--- config.mk ---
export PLATFORM = sky130hd
export DESIGN_NAME = frame_parser_sum_add_checksum_top
export DESIGN_NICKNAME = d
export VERILOG_FILES = /design/src/rtl/fpsac_pkg.sv /design/src/rtl/frame_parser_sum_add_checksum_top.sv
export SDC_FILE = /design/constraint.sdc
export NUM_CORES = 1
export LEC_CHECK = 0
export BUFFER_PORTS_ARGS = -buffer_cell sky130_fd_sc_hd__buf_2
export CELL_PAD_IN_SITES_DETAIL_PLACEMENT = 0
export CELL_PAD_IN_SITES_GLOBAL_PLACEMENT = 1
export CORE_MARGIN = 2
export CORE_UTILIZATION = 28
export CTS_CLUSTER_SIZE = 30
export DETAILED_ROUTE_END_ITERATION = 8
export PLACE_DENSITY_LB_ADDON = 0.1
export SLEW_MARGIN = 0
export SYNTH_ARGS = -nofsm -noshare
export SYNTH_HDL_FRONTEND = slang
export SYNTH_SLANG_ARGS = --single-unit
--- constraint.sdc ---
create_clock -name i_clk -period 4 [get_ports i_clk]
set_input_delay 0.4 -clock i_clk [delete_from_list [all_inputs] [get_ports i_clk]]
set_output_delay 0.4 -clock i_clk [all_outputs]
set_load 0.01 [all_outputs]
--- src/rtl/fpsac_pkg.sv ---
// ----------------------------------------------------------------------------
// fpsac_pkg
// Shared types and constants for the frame parser with sum/addsum checks.
// ----------------------------------------------------------------------------
package fpsac_pkg;

    localparam logic [7:0] HDR_FIRST  = 8'hAA;
    localparam logic [7:0] HDR_SECOND = 8'hFF;

    typedef enum logic [2:0] {
        PH_HUNT   = 3'd0,
        PH_HDR2   = 3'd1,
        PH_TYPE   = 3'd2,
        PH_LEN    = 3'd3,
        PH_DATA   = 3'd4,
        PH_SUM    = 3'd5,
        PH_ADDSUM = 3'd6
    } t_phase;

    typedef enum logic [1:0] {
        EV_NONE    = 2'd0,
        EV_PAYLOAD = 2'd1,
        EV_ACCEPT  = 2'd2,
        EV_REJECT  = 2'd3
    } t_event;

endpackage

--- src/rtl/frame_parser_sum_add_checksum_top.sv ---
// ----------------------------------------------------------------------------
// frame_parser_sum_add_checksum_top
// Byte-stream parser for AA FF type length payload sum addsum frames.
// ----------------------------------------------------------------------------
// Usage:
//   Input channel (i_rx_valid / o_rx_ready) takes one received byte per word.
//   Output channel (o_res_valid / i_res_ready) gives exactly one result word
//   per input word: an event code (none, payload byte, frame accepted, frame
//   rejected), the payload byte and its index, and the current frame type
//   and length.
//   The result for a byte is registered at the clock edge that accepts it.
//   Throughput: one byte per cycle unless the receiver stalls. The frame state (phase, type, length,
//   payload count, running sum and sum of sums) updates in the same cycle
//   the byte is taken; the result sits in a single output register.
//   Stall: while the receiver holds i_res_ready low with a result pending,
//   o_rx_ready drops; a new byte is taken in the cycle the pending result
//   drains, so no bubble is added.
//   Reset (i_rst_n low, synchronous): parser returns to hunting for the
//   first header byte, type/length/count/sums clear, no result pending.
//   A wrong second header byte returns to hunting; it is not retried as a
//   first header byte.
// ----------------------------------------------------------------------------
module frame_parser_sum_add_checksum_top
    import fpsac_pkg::*;
(
    input  logic       i_clk,
    input  logic       i_rst_n,
    input  logic       i_rx_valid,
    output logic       o_rx_ready,
    input  logic [7:0] i_rx_byte,
    output logic       o_res_valid,
    input  logic       i_res_ready,
    output logic [1:0] o_event_res,
    output logic       o_frame_ok,
    output logic [7:0] o_payload_byte,
    output logic [7:0] o_payload_index,
    output logic [7:0] o_frame_kind,
    output logic [7:0] o_payload_length
);

    t_phase     r_phase, n_phase;
    logic [7:0] r_kind, n_kind;
    logic [7:0] r_length, n_length;
    logic [7:0] r_byte_count, n_byte_count;
    logic [7:0] r_sum, n_sum;
    logic [7:0] r_sum2, n_sum2;

    logic       r_res_valid;
    t_event     r_event, n_event;
    logic       r_ok, n_ok;
    logic [7:0] r_pbyte, n_pbyte;
    logic [7:0] r_pidx, n_pidx;

    logic       rx_take;
    logic [7:0] acc_sum;
    logic [7:0] acc_sum2;
    logic [7:0] count_inc;

    assign o_rx_ready = !r_res_valid || i_res_ready;
    assign rx_take    = i_rx_valid && o_rx_ready;

    assign acc_sum   = r_sum + i_rx_byte;
    assign acc_sum2  = r_sum2 + acc_sum;
    assign count_inc = r_byte_count + 8'd1;

    always_comb begin
        n_phase      = r_phase;
        n_kind       = r_kind;
        n_length     = r_length;
        n_byte_count = r_byte_count;
        n_sum        = r_sum;
        n_sum2       = r_sum2;
        n_event      = EV_NONE;
        n_ok         = 1'b0;
        n_pbyte      = 8'd0;
        n_pidx       = 8'd0;
        case (r_phase)
            PH_HDR2: begin
                if (i_rx_byte == HDR_SECOND) begin
                    n_sum   = acc_sum;
                    n_sum2  = acc_sum2;
                    n_phase = PH_TYPE;
                end else begin
                    n_phase = PH_HUNT;
                end
            end
            PH_TYPE: begin
                n_kind  = i_rx_byte;
                n_sum   = acc_sum;
                n_sum2  = acc_sum2;
                n_phase = PH_LEN;
            end
            PH_LEN: begin
                n_length     = i_rx_byte;
                n_sum        = acc_sum;
                n_sum2       = acc_sum2;
                n_byte_count = 8'd0;
                // zero length goes straight to the checksum
                n_phase      = (i_rx_byte != 8'd0) ? PH_DATA : PH_SUM;
            end
            PH_DATA: begin
                n_event      = EV_PAYLOAD;
                n_pbyte      = i_rx_byte;
                n_pidx       = r_byte_count;
                n_sum        = acc_sum;
                n_sum2       = acc_sum2;
                n_byte_count = count_inc;
                if (count_inc >= r_length) begin
                    n_phase = PH_SUM;
                end
            end
            PH_SUM: begin
                if (i_rx_byte == r_sum) begin
                    n_phase = PH_ADDSUM;
                end else begin
                    n_event = EV_REJECT;
                    n_phase = PH_HUNT;
                end
            end
            PH_ADDSUM: begin
                if (i_rx_byte == r_sum2) begin
                    n_event = EV_ACCEPT;
                    n_ok    = 1'b1;
                end else begin
                    n_event = EV_REJECT;
                end
                n_phase = PH_HUNT;
            end
            default: begin
                // hunting, and the unused phase code
                if (i_rx_byte == HDR_FIRST) begin
                    n_sum   = i_rx_byte;
                    n_sum2  = i_rx_byte;
                    n_phase = PH_HDR2;
                end else begin
                    n_phase = PH_HUNT;
                end
            end
        endcase
    end

    always_ff @(posedge i_clk) begin
        if (!i_rst_n) begin
            r_phase      <= PH_HUNT;
            r_kind       <= 8'd0;
            r_length     <= 8'd0;
            r_byte_count <= 8'd0;
            r_sum        <= 8'd0;
            r_sum2       <= 8'd0;
            r_res_valid  <= 1'b0;
        end else begin
            if (rx_take) begin
                r_phase      <= n_phase;
                r_kind       <= n_kind;
                r_length     <= n_length;
                r_byte_count <= n_byte_count;
                r_sum        <= n_sum;
                r_sum2       <= n_sum2;
                r_res_valid  <= 1'b1;
            end else if (i_res_ready) begin
                r_res_valid  <= 1'b0;
            end
        end
    end

    always_ff @(posedge i_clk) begin
        if (rx_take) begin
            r_event <= n_event;
            r_ok    <= n_ok;
            r_pbyte <= n_pbyte;
            r_pidx  <= n_pidx;
        end
    end

    // type and length shown are the values after this word's update
    logic [7:0] r_kind_out, r_length_out;
    always_ff @(posedge i_clk) begin
        if (rx_take) begin
            r_kind_out   <= n_kind;
            r_length_out <= n_length;
        end
    end

    assign o_res_valid      = r_res_valid;
    assign o_event_res      = r_event;
    assign o_frame_ok       = r_ok;
    assign o_payload_byte   = r_pbyte;
    assign o_payload_index  = r_pidx;
    assign o_frame_kind     = r_kind_out;
    assign o_payload_length = r_length_out;

`ifndef NO_ASSERTIONS
    a_ok_only_on_accept: assert property (@(posedge i_clk) disable iff (!i_rst_n)
        o_res_valid && o_frame_ok |-> o_event_res == EV_ACCEPT)
        else $error("frame_ok without accept event");

    a_count_in_range: assert property (@(posedge i_clk) disable iff (!i_rst_n)
        r_phase == PH_DATA |-> r_byte_count < r_length)
        else $error("payload count beyond length");

    a_data_gives_payload: assert property (@(posedge i_clk) disable iff (!i_rst_n)
        rx_take && r_phase == PH_DATA |=> o_res_valid && o_event_res == EV_PAYLOAD)
        else $error("payload byte not reported");

    a_header_start: assert property (@(posedge i_clk) disable iff (!i_rst_n)
        rx_take && r_phase == PH_HUNT && i_rx_byte == HDR_FIRST
        |=> r_phase == PH_HDR2 && r_sum == HDR_FIRST)
        else $error("first header not taken");
`endif

endmodule

### Word level (Yosys, flattened, before mapping)

Cells that the tools add are included.

| storage, ports and cells | value |
|---|---|
| output and inout port bits | 37 |
| latch bits | 0 |
| bits of input ports | 12 |
| register bits | 79 |
| bits in writable memories | 0 |
| memories kept | 0 |
| bits in read-only memories | 0 |
| word-level logic and storage cells | 62 |

| operators by class | value |
|---|---|
| muxes and demuxes | 20 |
| shift operators | 0 |
| $lt $le $gt $ge | 1 |
| div/mod/pow operators | 0 |
| bitwise operators | 1 |
| reductions and logical operators | 12 |
| $add $sub $neg | 3 |
| multipliers | 0 |
| eq/ne operators | 12 |

Operators by type and width:

| kind | number |
|---|---|
| 8-bit case mux with 3 select lines | 2 |
| 8-bit 2-to-1 mux | 5 |
| 3-bit case mux with 6 select lines | 1 |
| 8-bit adder | 2 |
| 8-bit == test | 2 |
| 8-bit == test (second input constant) | 2 |
| 8-bit case mux with 2 select lines | 1 |
| 3-bit == test (second input constant) | 3 |
| 8-bit by 1-bit adder with 8-bit output (second input constant) | 1 |
| 8-bit >= comparator | 1 |
| 8-bit nonzero test | 1 |
| 3-bit by 2-bit == test with 1-bit output (second input constant) | 2 |
| 1-bit 2-to-1 mux | 6 |
| 3-bit 2-to-1 mux | 2 |
| 2-bit case mux with 3 select lines | 1 |
| 2-bit 2-to-1 mux | 2 |
| 2-bit inequality test (second input constant) | 2 |
| 2-bit AND reduction | 2 |
| 4-bit AND reduction | 1 |
| 2-bit nonzero test | 2 |
| 3-bit by 1-bit == test with 1-bit output (second input constant) | 1 |
| 3-bit nonzero test | 1 |
| 3-bit OR reduction | 1 |
| 2-bit OR reduction | 1 |
| 4 further kinds | 4 |

### Logic depth before layout (Yosys ltp)

| depth | value |
|---|---|
| depth after elaboration | 4 |
| gate-level depth with buffers | 12 |
| gate-level depth less buffers | 12 |

### Worst setup path before layout

Ideal clock, no wire load.

| timing path | value |
|---|---|
| path kind | input to register |
| start | in i_rx_byte[0] |
| end | reg r_sum2[7] |
| slack | 1.065 ns |
| buffers on the path | 0 |
| data required time | 3.881 ns |
| setup time | 0.119 ns |
| cell stages on the path | 12 |
| arrival | 2.816 ns |
| path through | ha_1 > fa_1 > a21o_1 > a21oi_1 > xnor2_1 > ha_1 > and3_1 > a22oi_1 > o2bb2ai_1 > and4_1 > o31a_1 > o221a_2 |

| on the way | value |
|---|---|
| cells in the longest elaborated chain, start to end | 4 |
| elaborated cells on any way between the ends | 9 |
| those cells by class | add/sub (2); eq/ne (3); mux (2); reduce/logical (2) |

RTL lines:

| item | RTL line | RTL |
|---|---|---|
| start: declaration | frame_parser_sum_add_checksum_top.sv:30 | `input logic [7:0] i_rx_byte,` |
| 8-bit adder | frame_parser_sum_add_checksum_top.sv:62 | `assign acc_sum = r_sum + i_rx_byte;` |
| 8-bit adder | frame_parser_sum_add_checksum_top.sv:63 | `assign acc_sum2 = r_sum2 + acc_sum;` |
| 8-bit 2-to-1 mux | frame_parser_sum_add_checksum_top.sv:79 | `if (i_rx_byte == HDR_SECOND) begin` |
| 8-bit case mux with 3 select lines | frame_parser_sum_add_checksum_top.sv:77 | `case (r_phase)` |
| end signal: assignment | frame_parser_sum_add_checksum_top.sv:158 | `r_sum2 <= n_sum2;` |
| end: declaration | frame_parser_sum_add_checksum_top.sv:46 | `logic [7:0] r_sum2, n_sum2;` |

Parallel ways exist; a longest one is shown, timed or not. The select of a mux whose other input is x is not followed.
A chain may end at the register's enable or synchronous reset.

### Final worst setup path

| timing path | value |
|---|---|
| start | reg r_sum[0] |
| end | reg r_sum2[7] |

| on the way | value |
|---|---|
| cells in the longest elaborated chain, start to end | 4 |

RTL lines:

| item | RTL line | RTL |
|---|---|---|
| start: declaration | frame_parser_sum_add_checksum_top.sv:45 | `logic [7:0] r_sum, n_sum;` |
| start signal: assignment | frame_parser_sum_add_checksum_top.sv:157 | `r_sum <= n_sum;` |
| 8-bit adder (*) | frame_parser_sum_add_checksum_top.sv:62 |  |
| 8-bit adder (*) | frame_parser_sum_add_checksum_top.sv:63 |  |
| 8-bit 2-to-1 mux | frame_parser_sum_add_checksum_top.sv:79 |  |
| 8-bit case mux with 3 select lines (*) | frame_parser_sum_add_checksum_top.sv:77 |  |

Mark *: on every way between the ends. The rest lies on a longest branch, timed or not. The select of a mux whose other input is x is not followed.

==> impl_metrics.json <==
{
  "yosysMostFrequentCell": "dfxtp_1",
  "overflow": 0,
  "cts-buffers-inserted": 9,
  "grt_pass1_wl_um": 17800,
  "period_minus_slack_ns": 3.10,
  "dieWidth_um": 126,
  "critPathKind": "register to register",
  "r2r-end": "r_sum2[7]$_SDFFE_PN0P_",
  "h-tree-depth": 3,
  "synth.net_count": 458,
  "first_pass_iters": 4,
  "multi_input_area_mm2": 0.00211,
  "cts_resized": 0,
  "hold_buffers": 0,
  "syn2layout_area_growth_pct": 17.1,
  "fp.dieH_um": 126,
  "rr_worst_depth": 12,
  "stdcell_count": 654,
  "portBuffers": 48,
  "worst_skew_pair.late_latency_ns": 0.35,
  "wl_per_cell_um": 17.3,
  "slew_headroom_pct": 39.9,
  "hold_start": "i_rx_valid",
  "fin_crit_sh_pct": 77.5,
  "dieArea_mm2": 0.0159,
  "irDropWorstVdd_mv": 0.179,
  "cts_setup_buffers": 0,
  "slew_viol_final": 0,
  "hold_path.class": "input pin to register",
  "rsz0062_at_grt": "no",
  "stdcell_area_mm2": 0.00489,
  "clk_pin_slew_ns": 0.07,
  "total_power_mw": 1.96,
  "syn_area_mm2": 0.00417,
  "drtAntennaViolNets": 0,
  "antenna_found_initial": 0,
  "status": "finished, final reports clean",
  "wl_um": 11300,
  "syn-instance-count": 420,
  "place_area_mm2": 0.00461,
  "drive_above_1_share_pct": 19.6,
  "startpoint_type": "register",
  "leakagePower_nw": 2.00,
  "regArea_mm2": 0.00193,
  "cts-root-buf": "clkbuf_16",
  "ys.warnings.count": 0,
  "drt-initial-drc-count": 150,
  "synth_area_leader_cell": "edfxtp_1",
  "synth_cell_types": 47,
  "vias": 3260,
  "gp_congestion": 0.825,
  "cts.sinks": 79,
  "path_max_fanout": 4,
  "drc": 0,
  "diodes": 0,
  "setup_viol": 0,
  "fmax_mhz": 323,
  "synth_enable_flop_cells": 35,
  "arrival_ns": 3.35,
  "fin_tns_setup_ns": 0,
  "hpwl_um": 7820,
  "synth-seq-area-share_pct": 46.3,
  "endpoint_kind": "register",
  "core_area_mm2": 0.0145,
  "cts_buffer_depth": 2,
  "grt_pass1_vias": 3232,
  "avgSynthCellArea_um2": 9.94,
  "synthFlopType": "dfxtp_1",
  "p_per_area_mw_per_mm2": 402,
  "yosys-top-cells-area": "edfxtp_1, dfxtp_1, ha_1",
  "synth-seq-cells": 79,
  "synth_top_area_share_pct": 25.2,
  "synth_common_cells": "dfxtp_1, edfxtp_1, nand2_1, nor2_1, a21oi_1",
  "drt-vias-per-instance": 4.98,
  "place_inst": 638,
  "grt_max_degree": 38,
  "grtUsageTotal_pct": 14.7,
  "hold_path_end": "o_res_valid$_SDFFE_PN0P_",
  "fin_nets": 503,
  "drv_cap": 0,
  "synthArstFlopShare_pct": 0,
  "hold_depth": 3,
  "reg2reg_slack_ns": 0.90,
  "finalHoldViolations": 0,
  "worst-slew-pin-transition_ns": 0.898,
  "num_io_pins": 49,
  "cts_tree": "yes",
  "rows": 44,
  "initial_utilization_pct": 28.7,
  "reg2reg_from": "r_sum[0]$_SDFFE_PN0P_",
  "fin_skew_ns": 0.0112,
  "crit_required_ns": 4.25,
  "fill_cells": 1540
}
[area by class of cell]
type                            instances  area share, %
Timing Repair Buffer                   55           5.99
Multi-Input combinational cell        308           43.1
Inverter                               12          0.921
Clock buffer                           10           4.68
Clock inverter                          6           1.05
Sequential cell                        79           39.5
Tap cell                              184           4.71
[per-stage QoR]
step,util [%],hold slack (ns),worst slack [ns]
floorplan,-,0.434,1.07
global placement,31.7,0.439,0.658
detailed placement,31.7,0.446,0.554
CTS,33.6,0.276,0.880
global route,33.6,0.312,0.667
finish,33.6,0.289,0.901
[critical path: stages (launching register included)]
cell and delay (ns):
dfxtp_1 0.32, ha_1 0.21, fa_1 0.41, a21o_1 0.18, a21oi_1 0.20, xnor2_1 0.19, ha_1 0.32, and3_1 0.19
a22oi_1 0.21, o2bb2ai_1 0.19, and4_1 0.25, nor2_1 0.05, o221a_2 0.28
[layer usage]
metal | GRT usage, % | share of wire (%) | wire length, um | vias up
met5 | 0 | 0 | 0 | -
met4 | 7.30 | 2.4 | 271 | 0
met3 | 2.80 | 2.5 | 279 | 18
met2 | 23.7 | 47 | 5380 | 37
met1 | 18.8 | 48 | 5400 | 1583
li1 | - | - | - | 1622
[sequential cells by signal, indices dropped and copies added, names as in the netlist, 2 cells and up]
| register | cells |
|---|---|
| o_event_res | 2 |
| r_sum | 8 |
| o_payload_length | 8 |
| r_kind | 8 |
| r_phase | 3 |
| r_byte_count | 8 |
| o_payload_index | 8 |
| o_frame_kind | 8 |
| r_sum2 | 8 |
| o_payload_byte | 8 |
| r_length | 8 |
[worst max path at each step]
stage / end / cells past startpoint / startpoint
2_1_floorplan: r_sum2[7]$_SDFFE_PN0P_ / 12 / i_rx_byte[0]
3_3_place_gp: r_sum2[7]$_SDFFE_PN0P_ / 13 / i_rx_byte[0]
3_5_place_dp: r_sum2[7]$_SDFFE_PN0P_ / 13 / i_rx_byte[0]
4_1_cts: r_sum2[7]$_SDFFE_PN0P_ / 12 / r_sum[0]$_SDFFE_PN0P_
5_1_grt: r_sum2[7]$_SDFFE_PN0P_ / 12 / r_sum[0]$_SDFFE_PN0P_
6_report: r_sum2[7]$_SDFFE_PN0P_ / 12 / r_sum[0]$_SDFFE_PN0P_
[report_power, final]
group	total (mW)	switching, mW	internal (mW)
Sequential	0.904	0.0205	0.884
Clock	0.794	0.364	0.429
Combinational	0.267	0.166	0.101
[layout by cell type (no fill, tap or decap), types with 5 or more instances in the layout]
cell       Yosys  routed
buf_2          1      48
dfxtp_1       44      44
nand2_1       35      35
nor2_1        35      35
edfxtp_1      35      35
a21oi_1       31      31
ha_1          24      24
and3_1        17      17
nand3_1       16      16
mux2_2        16      16
xnor2_1       16      15
o21ai_0       14      14
nor3_1        12      12
xor2_1        11      11
a21o_1        11      11
nand2b_1       9       9
inv_1         10       9
a211oi_1       9       9
clkbuf_16      0       9
a31oi_1        7       7
buf_4          2       7
nand4_1        6       6
a22oi_1        5       5
[cells by family (layout without fill, tap and decap cells)]
| logic type | Yosys count | after routing | share of synthesized area [%] |
|---|---|---|---|
| fa+ha+maj | 26 | 26 | 8.15 |
| buf+inv | 33 | 83 | 3.36 |
| simple gates | 143 | 143 | 16.9 |
| flops | 79 | 79 | 46.3 |
| mux | 16 | 16 | 4.32 |
| compound gates | 96 | 96 | 15.3 |
| xor+xnor | 27 | 27 | 5.67 |
Note: power is estimated with default switching activity, not from simulation.
